**config.mk**
```make
export PLATFORM = sky130hd
export DESIGN_NAME = lru_key_value_cache
export DESIGN_NICKNAME = d
export VERILOG_FILES = /design/src/lkvc_pkg.sv /design/src/lkvc_cell.sv /design/src/lkvc_merge.sv /design/src/lru_key_value_cache.sv
export SDC_FILE = /design/constraint.sdc
export NUM_CORES = 2
export LEC_CHECK = 0
export ABC_AREA = 1
export BUFFER_PORTS_ARGS = -buffer_cell sky130_fd_sc_hd__buf_2
export CAP_MARGIN = 10
export CORE_MARGIN = 1.5
export CORE_UTILIZATION = 50
export CTS_CLUSTER_SIZE = 16
export DETAILED_ROUTE_END_ITERATION = 8
export PLACE_DENSITY = 0.69
export SETUP_SLACK_MARGIN = 0.3
export SYNTH_ARGS = -nofsm -noshare
export SYNTH_HDL_FRONTEND = slang
export SYNTH_SLANG_ARGS = --single-unit
```
**constraint.sdc**
```tcl
create_clock -name clk -period 17.65 [get_ports clk]
set_clock_uncertainty 0.2 [all_clocks]
set_input_delay 3.53 -clock clk [delete_from_list [all_inputs] [get_ports clk]]
set_output_delay 3.53 -clock clk [all_outputs]
set_load 0.005 [all_outputs]
```
**src/lkvc_pkg.sv**
```systemverilog
// ----------------------------------------------------------------------------
// lkvc_pkg: shared types and constants for the LRU key-value cache
// Field widths, opcode names, sequencer states and the cell update command.
// ----------------------------------------------------------------------------
package lkvc_pkg;

  localparam int KEY_FIELD_W = 32;  // key field on the request bus
  localparam int VALUE_W     = 31;  // stored value width
  localparam int CAP_W       = 5;   // capacity register width
  localparam int S_TDATA_W   = 64;  // key + value, padded to bytes
  localparam int M_TDATA_W   = 32;  // read_value, padded to bytes

  localparam logic [CAP_W-1:0] CAP_RESET = 5'd16;

  localparam logic OP_GET = 1'b0;
  localparam logic OP_PUT = 1'b1;

  typedef enum logic [1:0] {
    ST_IDLE,
    ST_LOOK,
    ST_UPDATE
  } state_t;

  // what the cells do on the update cycle
  typedef enum logic [1:0] {
    UPD_NONE,
    UPD_HIT,    // promote the matching cell
    UPD_EVICT,  // overwrite the least recent cell
    UPD_FILL    // write the first empty cell
  } upd_kind_t;

  typedef struct packed {
    upd_kind_t kind;
    logic      wr_value;  // hit on a put: take the new value
  } upd_ctl_t;

endpackage

```
**src/lkvc_cell.sv**
```systemverilog
// ----------------------------------------------------------------------------
// lkvc_cell: one cache entry
// Holds key, value, valid and recency rank; compares against the request key
// and applies the broadcast promote / write command.
// ----------------------------------------------------------------------------
module lkvc_cell #(
  parameter int KW = 32,
  parameter int RW = 4
) (
  input  logic                           clk,
  input  logic                           rst,
  input  logic                           look,
  input  logic [KW-1:0]                  req_key,
  input  lkvc_pkg::upd_ctl_t             ctl,
  input  logic                           fill_sel,
  input  logic [RW-1:0]                  prom_rank,
  input  logic [lkvc_pkg::VALUE_W-1:0]   wr_value,
  output logic                           match,
  output logic [RW-1:0]                  match_rank,
  output logic [lkvc_pkg::VALUE_W-1:0]   match_value,
  output logic                           valid
);

  logic [KW-1:0]                key;
  logic [lkvc_pkg::VALUE_W-1:0] value;
  logic [RW-1:0]                rank;
  logic                         eq;
  logic                         target;

  assign eq = valid && (key == req_key);

  always_comb begin
    case (ctl.kind)
      lkvc_pkg::UPD_HIT:   target = match;
      lkvc_pkg::UPD_EVICT: target = valid && (rank == prom_rank);
      lkvc_pkg::UPD_FILL:  target = fill_sel;
      default:             target = 1'b0;
    endcase
  end

  always_ff @(posedge clk) begin
    if (rst) begin
      valid <= 1'b0;
      rank  <= '0;
      match <= 1'b0;
    end else begin
      if (look) begin
        match <= eq;
      end
      if (ctl.kind != lkvc_pkg::UPD_NONE) begin
        if (target) begin
          rank  <= '0;
          valid <= 1'b1;
        end else if (valid && (rank < prom_rank)) begin
          rank <= rank + 1'b1;
        end
      end
    end
  end

  // payload, no reset
  always_ff @(posedge clk) begin
    if (look) begin
      match_rank  <= eq ? rank : '0;
      match_value <= eq ? value : '0;
    end
    if (target && (ctl.kind != lkvc_pkg::UPD_HIT)) begin
      key <= req_key;
    end
    if (target && ((ctl.kind != lkvc_pkg::UPD_HIT) || ctl.wr_value)) begin
      value <= wr_value;
    end
  end

endmodule

```
**src/lkvc_merge.sv**
```systemverilog
// ----------------------------------------------------------------------------
// lkvc_merge: hit collection
// ORs the masked per-cell match results; at most one cell matches.
// ----------------------------------------------------------------------------
module lkvc_merge #(
  parameter int N  = 16,
  parameter int RW = 4
) (
  input  logic [N-1:0]                          match,
  input  logic [N-1:0][RW-1:0]                  rank_in,
  input  logic [N-1:0][lkvc_pkg::VALUE_W-1:0]   value_in,
  output logic                                  hit,
  output logic [RW-1:0]                         hit_rank,
  output logic [lkvc_pkg::VALUE_W-1:0]          hit_value
);

  always_comb begin
    hit_rank  = '0;
    hit_value = '0;
    for (int i = 0; i < N; i++) begin
      hit_rank  = hit_rank | rank_in[i];
      hit_value = hit_value | value_in[i];
    end
    hit = |match;
  end

endmodule

```
**src/lru_key_value_cache.sv**
```systemverilog
// ----------------------------------------------------------------------------
// lru_key_value_cache: fully associative key-value cache, LRU replacement
// Row of entry cells with broadcast compare and rank update.
// ----------------------------------------------------------------------------
// Usage:
//   s_axis carries one request: tuser = opcode (0 get, 1 put), tdata = key
//   and value. m_axis returns one result per request: tuser = hit, tdata =
//   read_value (stored value on a get hit, else 0). cfg_* writes the
//   capacity register (1..16 used; 0 acts as 1, above ENTRIES saturates);
//   write it only while no request is in flight.
// Timing:
//   A request runs in steps: accept, key compare in every cell (result
//   registered in the cell), then hit merge plus rank/slot update, which
//   also loads the output register. Result shows on m_axis the cycle after
//   the update. A new request is taken only once the current one has left
//   the update step, so requests do not overlap.
// Reset:
//   All entries invalid, occupancy 0, capacity 16. No clearing pass; keys
//   and values are only read once their entry is valid.
// Stall:
//   A finished result waits in the output register. The next request is
//   still accepted and compared; its update step holds until the output
//   register is taken.
// ----------------------------------------------------------------------------
module lru_key_value_cache #(
  parameter int ENTRIES  = 16,
  parameter int KEY_BITS = 32
) (
  input  logic                              clk,
  input  logic                              rst,
  // request: tdata [31:0] key, [62:32] value, [63] zero; tuser [0] opcode
  input  logic                              s_axis_tvalid,
  output logic                              s_axis_tready,
  input  logic [lkvc_pkg::S_TDATA_W-1:0]    s_axis_tdata,
  input  logic                              s_axis_tuser,
  // result: tdata [30:0] read_value, [31] zero; tuser [0] hit
  output logic                              m_axis_tvalid,
  input  logic                              m_axis_tready,
  output logic [lkvc_pkg::M_TDATA_W-1:0]    m_axis_tdata,
  output logic                              m_axis_tuser,
  // capacity write
  input  logic                              cfg_valid,
  output logic                              cfg_ready,
  input  logic [lkvc_pkg::CAP_W-1:0]        cfg_data
);

  // compared key width: the key field caps it
  localparam int KW = (KEY_BITS < lkvc_pkg::KEY_FIELD_W) ? KEY_BITS : lkvc_pkg::KEY_FIELD_W;
  localparam int RW = (ENTRIES > 1) ? $clog2(ENTRIES) : 1;
  localparam int OW = $clog2(ENTRIES + 1);
  localparam int CW = (OW > lkvc_pkg::CAP_W) ? OW : lkvc_pkg::CAP_W;
  localparam int VW = lkvc_pkg::VALUE_W;

  lkvc_pkg::state_t state, state_next;

  logic                        req_put;
  logic [KW-1:0]               req_key;
  logic [VW-1:0]               req_value;
  logic [lkvc_pkg::CAP_W-1:0]  capacity;
  logic [OW-1:0]               occ;
  logic                        out_valid;
  logic                        out_hit;
  logic [VW-1:0]               out_value;

  logic                        look;
  logic                        load;
  logic [CW-1:0]               cap_w;
  logic [CW-1:0]               eff_cap;
  logic                        full;
  lkvc_pkg::upd_kind_t         kind;
  lkvc_pkg::upd_ctl_t          ctl;
  logic [RW-1:0]               prom_rank;

  logic [ENTRIES-1:0]          match_vec;
  logic [ENTRIES-1:0]          valid_vec;
  logic [ENTRIES-1:0]          fill_sel;
  logic [ENTRIES-1:0][RW-1:0]  rank_vec;
  logic [ENTRIES-1:0][VW-1:0]  value_vec;
  logic                        hit;
  logic [RW-1:0]               hit_rank;
  logic [VW-1:0]               hit_value;

  assign s_axis_tready = (state == lkvc_pkg::ST_IDLE);
  assign cfg_ready     = 1'b1;
  assign m_axis_tvalid = out_valid;
  assign m_axis_tuser  = out_hit;
  assign m_axis_tdata  = {1'b0, out_value};

  // sequencer
  always_ff @(posedge clk) begin
    if (rst) begin
      state <= lkvc_pkg::ST_IDLE;
    end else begin
      state <= state_next;
    end
  end

  always_comb begin
    state_next = state;
    look       = 1'b0;
    load       = 1'b0;
    case (state)
      lkvc_pkg::ST_IDLE: begin
        if (s_axis_tvalid) state_next = lkvc_pkg::ST_LOOK;
      end
      lkvc_pkg::ST_LOOK: begin
        look       = 1'b1;
        state_next = lkvc_pkg::ST_UPDATE;
      end
      lkvc_pkg::ST_UPDATE: begin
        if (!out_valid || m_axis_tready) begin
          load       = 1'b1;
          state_next = lkvc_pkg::ST_IDLE;
        end
      end
      default: state_next = lkvc_pkg::ST_IDLE;
    endcase
  end

  // request capture
  always_ff @(posedge clk) begin
    if (s_axis_tvalid && s_axis_tready) begin
      req_put   <= (s_axis_tuser == lkvc_pkg::OP_PUT);
      req_key   <= s_axis_tdata[KW-1:0];
      req_value <= s_axis_tdata[lkvc_pkg::KEY_FIELD_W +: VW];
    end
  end

  // capacity register
  always_ff @(posedge clk) begin
    if (rst) begin
      capacity <= lkvc_pkg::CAP_RESET;
    end else if (cfg_valid && cfg_ready) begin
      capacity <= cfg_data;
    end
  end

  // zero acts as one, above ENTRIES saturates
  assign cap_w   = CW'(capacity);
  assign eff_cap = (cap_w == '0) ? CW'(1) :
                   ((cap_w > CW'(ENTRIES)) ? CW'(ENTRIES) : cap_w);
  assign full    = (CW'(occ) >= eff_cap);

  // update command; valid cells always sit at indexes 0..occ-1, so a fill
  // goes to index occ and an eviction reuses the victim in place
  always_comb begin
    if (hit) begin
      kind      = lkvc_pkg::UPD_HIT;
      prom_rank = hit_rank;
    end else if (req_put && full) begin
      kind      = lkvc_pkg::UPD_EVICT;
      prom_rank = RW'(occ - 1'b1);
    end else if (req_put) begin
      kind      = lkvc_pkg::UPD_FILL;
      prom_rank = RW'(occ);
    end else begin
      kind      = lkvc_pkg::UPD_NONE;
      prom_rank = '0;
    end
    ctl.kind     = load ? kind : lkvc_pkg::UPD_NONE;
    ctl.wr_value = req_put;
  end

  always_ff @(posedge clk) begin
    if (rst) begin
      occ <= '0;
    end else if (ctl.kind == lkvc_pkg::UPD_FILL) begin
      occ <= occ + 1'b1;
    end
  end

  // output register
  always_ff @(posedge clk) begin
    if (rst) begin
      out_valid <= 1'b0;
    end else if (load) begin
      out_valid <= 1'b1;
    end else if (m_axis_tready) begin
      out_valid <= 1'b0;
    end
  end

  always_ff @(posedge clk) begin
    if (load) begin
      out_hit   <= hit;
      out_value <= (hit && !req_put) ? hit_value : '0;
    end
  end

  // entry row
  for (genvar i = 0; i < ENTRIES; i++) begin : g_cell
    assign fill_sel[i] = (occ == OW'(i));

    lkvc_cell #(
      .KW (KW),
      .RW (RW)
    ) u_cell (
      .clk         (clk),
      .rst         (rst),
      .look        (look),
      .req_key     (req_key),
      .ctl         (ctl),
      .fill_sel    (fill_sel[i]),
      .prom_rank   (prom_rank),
      .wr_value    (req_value),
      .match       (match_vec[i]),
      .match_rank  (rank_vec[i]),
      .match_value (value_vec[i]),
      .valid       (valid_vec[i])
    );
  end

  lkvc_merge #(
    .N  (ENTRIES),
    .RW (RW)
  ) u_merge (
    .match     (match_vec),
    .rank_in   (rank_vec),
    .value_in  (value_vec),
    .hit       (hit),
    .hit_rank  (hit_rank),
    .hit_value (hit_value)
  );

  // checks
  a_one_match: assert property (@(posedge clk) disable iff (rst)
    (state == lkvc_pkg::ST_UPDATE) |-> $onehot0(match_vec))
    else $error("more than one entry matched");

  a_occ_valid: assert property (@(posedge clk) disable iff (rst)
    $countones(valid_vec) == int'(occ))
    else $error("occupancy disagrees with valid entries");

  a_occ_max: assert property (@(posedge clk) disable iff (rst)
    int'(occ) <= ENTRIES)
    else $error("occupancy above entry count");

  a_miss_zero: assert property (@(posedge clk) disable iff (rst)
    (m_axis_tvalid && !m_axis_tuser) |-> (m_axis_tdata == '0))
    else $error("miss result carries data");

  a_accept_look: assert property (@(posedge clk) disable iff (rst)
    (s_axis_tvalid && s_axis_tready) |=> (state == lkvc_pkg::ST_LOOK))
    else $error("accepted request not compared");

endmodule
```
# Yosys cells after proc, flatten, opt, wreduce, memory -nomap -nowiden
# Cells that the tools add are included.
dict set report totals {
  ff_bits 1773
  input_bits 75
  output_inout_bits 36
}
dict set report op_classes {
  addsub 18
  magnitude_cmp 18
  eq_ne 55
  n_mux 65
  n_bitwise 30
  n_reduce_logical 142
}
# op n
set op_table {}
lappend op_table {{== test 32 bit} 16}
lappend op_table {{OR 31 bit} 15}
lappend op_table {{2-to-1 mux 4 bit} 35}
lappend op_table {{logical AND 1 bit} 83}
lappend op_table {{AND reduction 2 bit} 33}
lappend op_table {{adder 4 x 1 -> 4 bit, second input constant} 16}
lappend op_table {{== test 4 bit} 16}
lappend op_table {{< comparator 4 bit} 16}
lappend op_table {{OR 4 bit} 15}
lappend op_table {{case mux 1 bit (3 select lines)} 16}
lappend op_table {{== test 5 x 4 -> 1 bit, second input constant} 8}
lappend op_table {{nonzero test 2 bit} 18}
lappend op_table {{== test 5 x 3 -> 1 bit, second input constant} 4}
lappend op_table {{OR reduction 16 bit} 1}
lappend op_table {{2-to-1 mux 2 bit} 6}
lappend op_table {{== test 5 x 2 -> 1 bit, second input constant} 2}
lappend op_table {{logical NOT 5 bit} 2}
lappend op_table {{2-to-1 mux 5 bit} 2}
lappend op_table {{== test 2 bit, second input constant} 3}
lappend op_table {{case mux 2 bit (3 select lines)} 1}
lappend op_table {{adder 5 x 1 -> 5 bit, second input constant} 1}
lappend op_table {{== test 5 x 1 -> 1 bit, second input constant} 1}
lappend op_table {{>= comparator 5 bit} 1}
lappend op_table {{greater-than comparator 5 bit, second input constant} 1}
lappend op_table {{8 further kinds} 16}

# Longest topological paths before layout
dict set report depth {
  word_depth 21
  mapped_depth 23
}

# Hierarchy
# A second synthesis with hierarchy kept.
dict set report unflattened {
  hier_cells 7706
  hier_area_um2 81500.7
}
# mod instances cells_each area_per_inst_um2
set by_module_without_submodules {}
lappend by_module_without_submodules {{lkvc_cell (g_cell[0].u_cell ...)} 10 421 4670.7}
lappend by_module_without_submodules {{lkvc_cell (g_cell[5].u_cell ...)} 5 436 4758.3}
lappend by_module_without_submodules {{lkvc_cell (g_cell[4].u_cell)} 1 436 4757.1}
lappend by_module_without_submodules {lru_key_value_cache 1 340 4217.8}
lappend by_module_without_submodules {lkvc_merge 1 540 2026.9}

# Worst setup path before layout
# OpenSTA, ideal clock, no wires.
dict set report synth_timing {
  path_kind {flip-flop to flip-flop}
  from {reg state[0]}
  to {reg g_cell[0].u_cell.match}
  setup_time_ns 0.733
  t_arrival_ns 16.340
  required_time_ns 16.717
  path_slack_ns 0.376
  stages_incl_launch_ff 5
  path_buffers 1
  synth_period_minus_slack_ns 17.274
  path_cell_list {dfxtp_1 > nand2_1 > inv_1 > clkbuf_1 > a21oi_1}
}
dict set report synth_via {
  elab_chain_len 2
}
# element line
set synth_rtl {}
lappend synth_rtl {{start, declared} lru_key_value_cache.sv:54} ;# lkvc_pkg::state_t state, state_next;
lappend synth_rtl {{start signal, assigned} lru_key_value_cache.sv:92} ;# state <= lkvc_pkg::ST_IDLE;
lappend synth_rtl {{start signal, assigned} lru_key_value_cache.sv:94} ;# state <= state_next;
lappend synth_rtl {{== test 2 x 1 -> 1 bit} lru_key_value_cache.sv:102} ;# case (state)
lappend synth_rtl {{2-to-1 mux 1 bit} lru_key_value_cache.sv:102}
lappend synth_rtl {{end signal, assigned} lkvc_cell.sv:48} ;# match <= eq;
lappend synth_rtl {{end, declared} lkvc_cell.sv:18} ;# output logic match,
# No other way between the ends.
# A chain may end at the register's enable or synchronous reset.

# Worst setup path after layout
dict set report layout_timing {
  from {in m_axis_tready}
  to {reg g_cell[0].u_cell.value[25] (netlist name) (enable)}
}
dict set report layout_via {
  elab_chain_len 7
}
# element line
set layout_rtl {}
lappend layout_rtl {{start, declared} lru_key_value_cache.sv:38} ;# input logic m_axis_tready,
lappend layout_rtl {{logical OR 1 bit (*)} lru_key_value_cache.sv:111} ;# if (!out_valid || m_axis_tready) begin
lappend layout_rtl {{2-to-1 mux 1 bit (*)} lru_key_value_cache.sv:111}
lappend layout_rtl {{2-to-1 mux 1 bit (*)} lru_key_value_cache.sv:102}
lappend layout_rtl {{2-to-1 mux 2 bit (*)} lru_key_value_cache.sv:160} ;# ctl.kind = load ? kind : lkvc_pkg::UPD_NONE;
lappend layout_rtl {{== test 2 bit, or another cell as far along} lkvc_cell.sv:33} ;# case (ctl.kind)
lappend layout_rtl {{case mux 1 bit (3 select lines) / logical OR 1 bit (equally long branches)} {lkvc_cell.sv:33, lkvc_cell.sv:70}}
lappend layout_rtl {{logical AND 1 bit (*)} lkvc_cell.sv:70} ;# if (target && ((ctl.kind != lkvc_pkg::UPD_HIT) || ctl.wr_value)) begin
lappend layout_rtl {{end signal, assigned} lkvc_cell.sv:71} ;# value <= wr_value;
lappend layout_rtl {{end, declared} lkvc_cell.sv:25} ;# logic [lkvc_pkg::VALUE_W-1:0] value;
# Mark *: on every way between the ends. The rest lies on a longest branch, timed or not.

==> results.cfg <==
[status]
outcome = complete, no violations

[logic_synthesis]
synth-seq-cells = 1773
synth_sequential_area_ratio_pct = 70.5
dominantRegCellSynth = sky130_fd_sc_hd__edfxtp_1
synth_largest_type_area_fraction_pct = 67.6
mappedNetlistArea_mm2 = 0.0740
synth.avg_cell_area_um2 = 12.7
ys_top_cells_by_area = sky130_fd_sc_hd__edfxtp_1 68%, sky130_fd_sc_hd__inv_1 3.5%, sky130_fd_sc_hd__nand2_1 3.4%
top_cell_type_by_total_area_after_synthesis = sky130_fd_sc_hd__edfxtp_1
synth_cells = 5810
syn-num-nets = 5976
synth.lib_cells_used.distinct = 58
synth_async_sr_flop_share_pct = 0
number_of_enable_flip_flop_cells_after_synthesis = 1664
ys_warn_count = 0

[critical_path]
cp.buffers_inverters = 5
critPathTopFamily = buffers and inverters
crit_path_max_fo = 43
critical_path_required_ns = 17.89
timing.reg2reg.setup_slack_ns = 11.56
critical_path.cell_chain = buf_2 > nor2_1 > nor2_4 > buf_4 > inv_1 > nor2_4 > nand3_1 > nand2_1 > buf_4 > nor2_1 > nor2_4 > buf_4
cpPeakStageDelay_ns = 0.70
start_kind = input port
crit_slowest_cell = sky130_fd_sc_hd__buf_4
cp.arrival_ns = 6.99
timing_worst_setup_path_type = input port to register
cp_endpoint_kind = register

[cts]
clock_path_buffers = 3
cts-htree-levels = 4
worstSkewPairLatency_ns = 0.83
clk_root_buffer_cell = sky130_fd_sc_hd__clkbuf_16
post_cts_resize_count = 0
cts-buffers-inserted = 177
clock_sink_count = 1773
tritoncts_clock_tree = done
clock_pin_slew_reported_for_the_worst_setup_and_hold_paths_after_clock_tree_synthesis_ns = 0.06
post_cts_setup_bufs = 0
cts_hold_buffers = 0

[routing]
detail_route.first_pass.iterations = 6
drt_first_iter_violations = 5866
total_wire_length_mm = 210
route.detailed.drc = 0
vias = 47200
wl_per_cell_um = 26.0
remaining_number_of_nets_flagged_by_the_antenna_check_after_routing = 0
route.detailed.vias_per_inst = 5.84

[global_routing]
grt_max_degree = 173
first_global_vias = 45100
antenna_found_initial = 8
globalRouteTotalUtil_pct = 27.8
global_route_overflow = 0
wire_length_of_the_first_global_routing_pass_mm = 301

[power_and_ir_drop]
power_per_cell_area_mw_per_mm2 = 107
vdd_ir_drop_max_uv = 94.2
leakagePower_nw = 29.7

[floorplanning]
chip_width_um = 388
core_box_area_mm2 = 0.146
die_h_um = 388
die_area_mm2 = 0.150
top_level_ports = 111
start_util_pct = 50.6
num_rows = 140

[final_layout]
antenna-diode-count = 0
most-common-layout-cells = 1664 x sky130_fd_sc_hd__edfxtp_1, 690 x sky130_fd_sc_hd__inv_1, 673 x sky130_fd_sc_hd__nand2_1
layout_commonest_cell = sky130_fd_sc_hd__edfxtp_1
finalCoreUtilization_pct = 56.6
area_of_the_multi_input_gates_mm2 = 0.0183
fillCellCount = 11500
drive_gt1_share_pct = 13.5
design_area_mm2 = 0.0828
layout.nets = 6186
layout.area.seq_mm2 = 0.0522
area.growth.synth_to_final_pct = 12.0

[placed_design]
gp_congestion = 0.967
placed_area_mm2 = 0.0770
detailedPlacementHpwl_mm = 119
port_buffers = 107

[run]
cap_viol_max_count = 0

[timing]
final-hold-violation-count = 0
slew_headroom_pct = 19.7
setup_violations = 0
worstMarginPinSlew_ns = 1.20
grt_setup_unrepaired = no
tns_ns = 0
fin_worst_hold_slack_ns = 0.310
fmax_mhz = 148
finalCriticalPeriod_ns = 6.75
final_min_period_over_clock_period_pct = 38.3
final_max_slew_viols = 0

[hold_path]
hold_crit_class = register to register
cell usage after synthesis, types with 8 or more instances:
master	number
sky130_fd_sc_hd__a211oi_1	13
sky130_fd_sc_hd__a21oi_1	67
sky130_fd_sc_hd__a21oi_2	8
sky130_fd_sc_hd__a41oi_1	31
sky130_fd_sc_hd__buf_2	111
sky130_fd_sc_hd__buf_4	22
sky130_fd_sc_hd__buf_6	31
sky130_fd_sc_hd__clkbuf_1	32
sky130_fd_sc_hd__dfxtp_1	109
sky130_fd_sc_hd__edfxtp_1	1664
sky130_fd_sc_hd__ha_1	91
sky130_fd_sc_hd__inv_1	692
sky130_fd_sc_hd__inv_2	33
sky130_fd_sc_hd__nand2_1	675
sky130_fd_sc_hd__nand2_2	13
sky130_fd_sc_hd__nand3_1	133
sky130_fd_sc_hd__nand3_2	14
sky130_fd_sc_hd__nand3b_1	10
sky130_fd_sc_hd__nand4_1	179
sky130_fd_sc_hd__nor2_1	463
sky130_fd_sc_hd__nor3_1	397
sky130_fd_sc_hd__nor3b_1	146
sky130_fd_sc_hd__nor3b_2	76
sky130_fd_sc_hd__nor4_1	194
sky130_fd_sc_hd__nor4_2	8
sky130_fd_sc_hd__o2111ai_1	26
sky130_fd_sc_hd__o211ai_1	9
sky130_fd_sc_hd__o21ai_0	143
sky130_fd_sc_hd__o22ai_1	34
sky130_fd_sc_hd__or2_2	119
sky130_fd_sc_hd__xnor2_1	58
sky130_fd_sc_hd__xor2_1	141
state kept, by name, indices dropped and copies added, names as in the netlist:
register	count
g_cell.u_cell.rank	64
cap_w	5
m_axis_tvalid	1
req_value	31
g_cell.u_cell.valid	16
g_cell.u_cell.match_rank	64
req_put	1
occ	5
g_cell.u_cell.key	512
out_value	31
g_cell.u_cell.match	16
g_cell.u_cell.value	496
g_cell.u_cell.match_value	496
req_key	32
state	2
m_axis_tuser	1
metrics by stage:
stage | power, W | instances | setup slack [ns]
after detailed placement | 0.00521 | 7758 | 10.06
final | 0.00889 | 8086 | 10.90
after floorplan | 0.00507 | 5810 | 0.376
after global routing | 0.00912 | 8086 | 10.77
after CTS | 0.00892 | 8086 | 10.91
after global placement | 0.00520 | 7758 | 10.07
area by class of cell:
type / count / area share [%]
Inverter: 729 / 3.32
Clock inverter: 111 / 1.42
Multi-Input combinational cell: 3111 / 22.0
Clock buffer: 217 / 5.58
Timing Repair Buffer: 228 / 1.76
Tap cell: 1917 / 2.90
Sequential cell: 1773 / 63.0
path summary, 6_finish.rpt:
kind,from,endpoint,cells after the start
worst min register to register,state[1]$_SDFFE_PP0P_,state[0]$_SDFFE_PP0P_,1
worst min-delay path,state[1]$_SDFFE_PP0P_,state[0]$_SDFFE_PP0P_,1
worst max-delay path,m_axis_tready,g_cell[0].u_cell.value[25]$_DFFE_PP_,12
worst max register to register,cap_w[0]$_SDFFE_PP0P_,g_cell[0].u_cell.value[25]$_DFFE_PP_,20
per-layer routing:
metal  global-route usage, %  wire length (um)  vias to the layer above
met5                       0                 0                        -
met4                    9.87              7620                        0
met3                    5.70             23800                      409
met2                    44.0             96200                     2648
met1                    38.3             82800                    23000
li1                        -                 -                    21100
power breakdown:
part           internal (W)  switching (W)
clock network       0.00213        0.00164
logic             0.0000992       0.000310
registers           0.00467      0.0000457
cells by family after synthesis:
| logic type | Yosys count | share of synthesized area [%] |
|---|---|---|
| other cells | 2 | 0.0102 |
| buf+inv | 926 | 5.32 |
| compound gates | 358 | 2.99 |
| fa+ha+maj | 91 | 1.54 |
| xor+xnor | 199 | 2.36 |
| flops | 1773 | 70.5 |
| simple gates | 2461 | 17.3 |
worst reg2reg max path: stages, from the launching register on:
cell and delay, ns:
sky130_fd_sc_hd__dfxtp_1 0.33, sky130_fd_sc_hd__or4_1 0.55, sky130_fd_sc_hd__o21ai_0 0.21, sky130_fd_sc_hd__ha_1 0.26
sky130_fd_sc_hd__inv_1 0.05, sky130_fd_sc_hd__nand2_1 0.04, sky130_fd_sc_hd__nand2_1 0.10, sky130_fd_sc_hd__nand3_1 0.44
sky130_fd_sc_hd__nand2_1 0.23, sky130_fd_sc_hd__xor2_1 0.11, sky130_fd_sc_hd__a22oi_1 0.64, sky130_fd_sc_hd__buf_4 0.37
sky130_fd_sc_hd__ha_1 0.16, sky130_fd_sc_hd__nand2_1 0.06, sky130_fd_sc_hd__nor3_1 0.24, sky130_fd_sc_hd__nand3_1 0.11
sky130_fd_sc_hd__nand2_1 0.08, sky130_fd_sc_hd__buf_4 0.42, sky130_fd_sc_hd__nor2_1 0.28, sky130_fd_sc_hd__nor2_4 0.13
sky130_fd_sc_hd__buf_4 0.63
(Power assumes the default switching activity.)
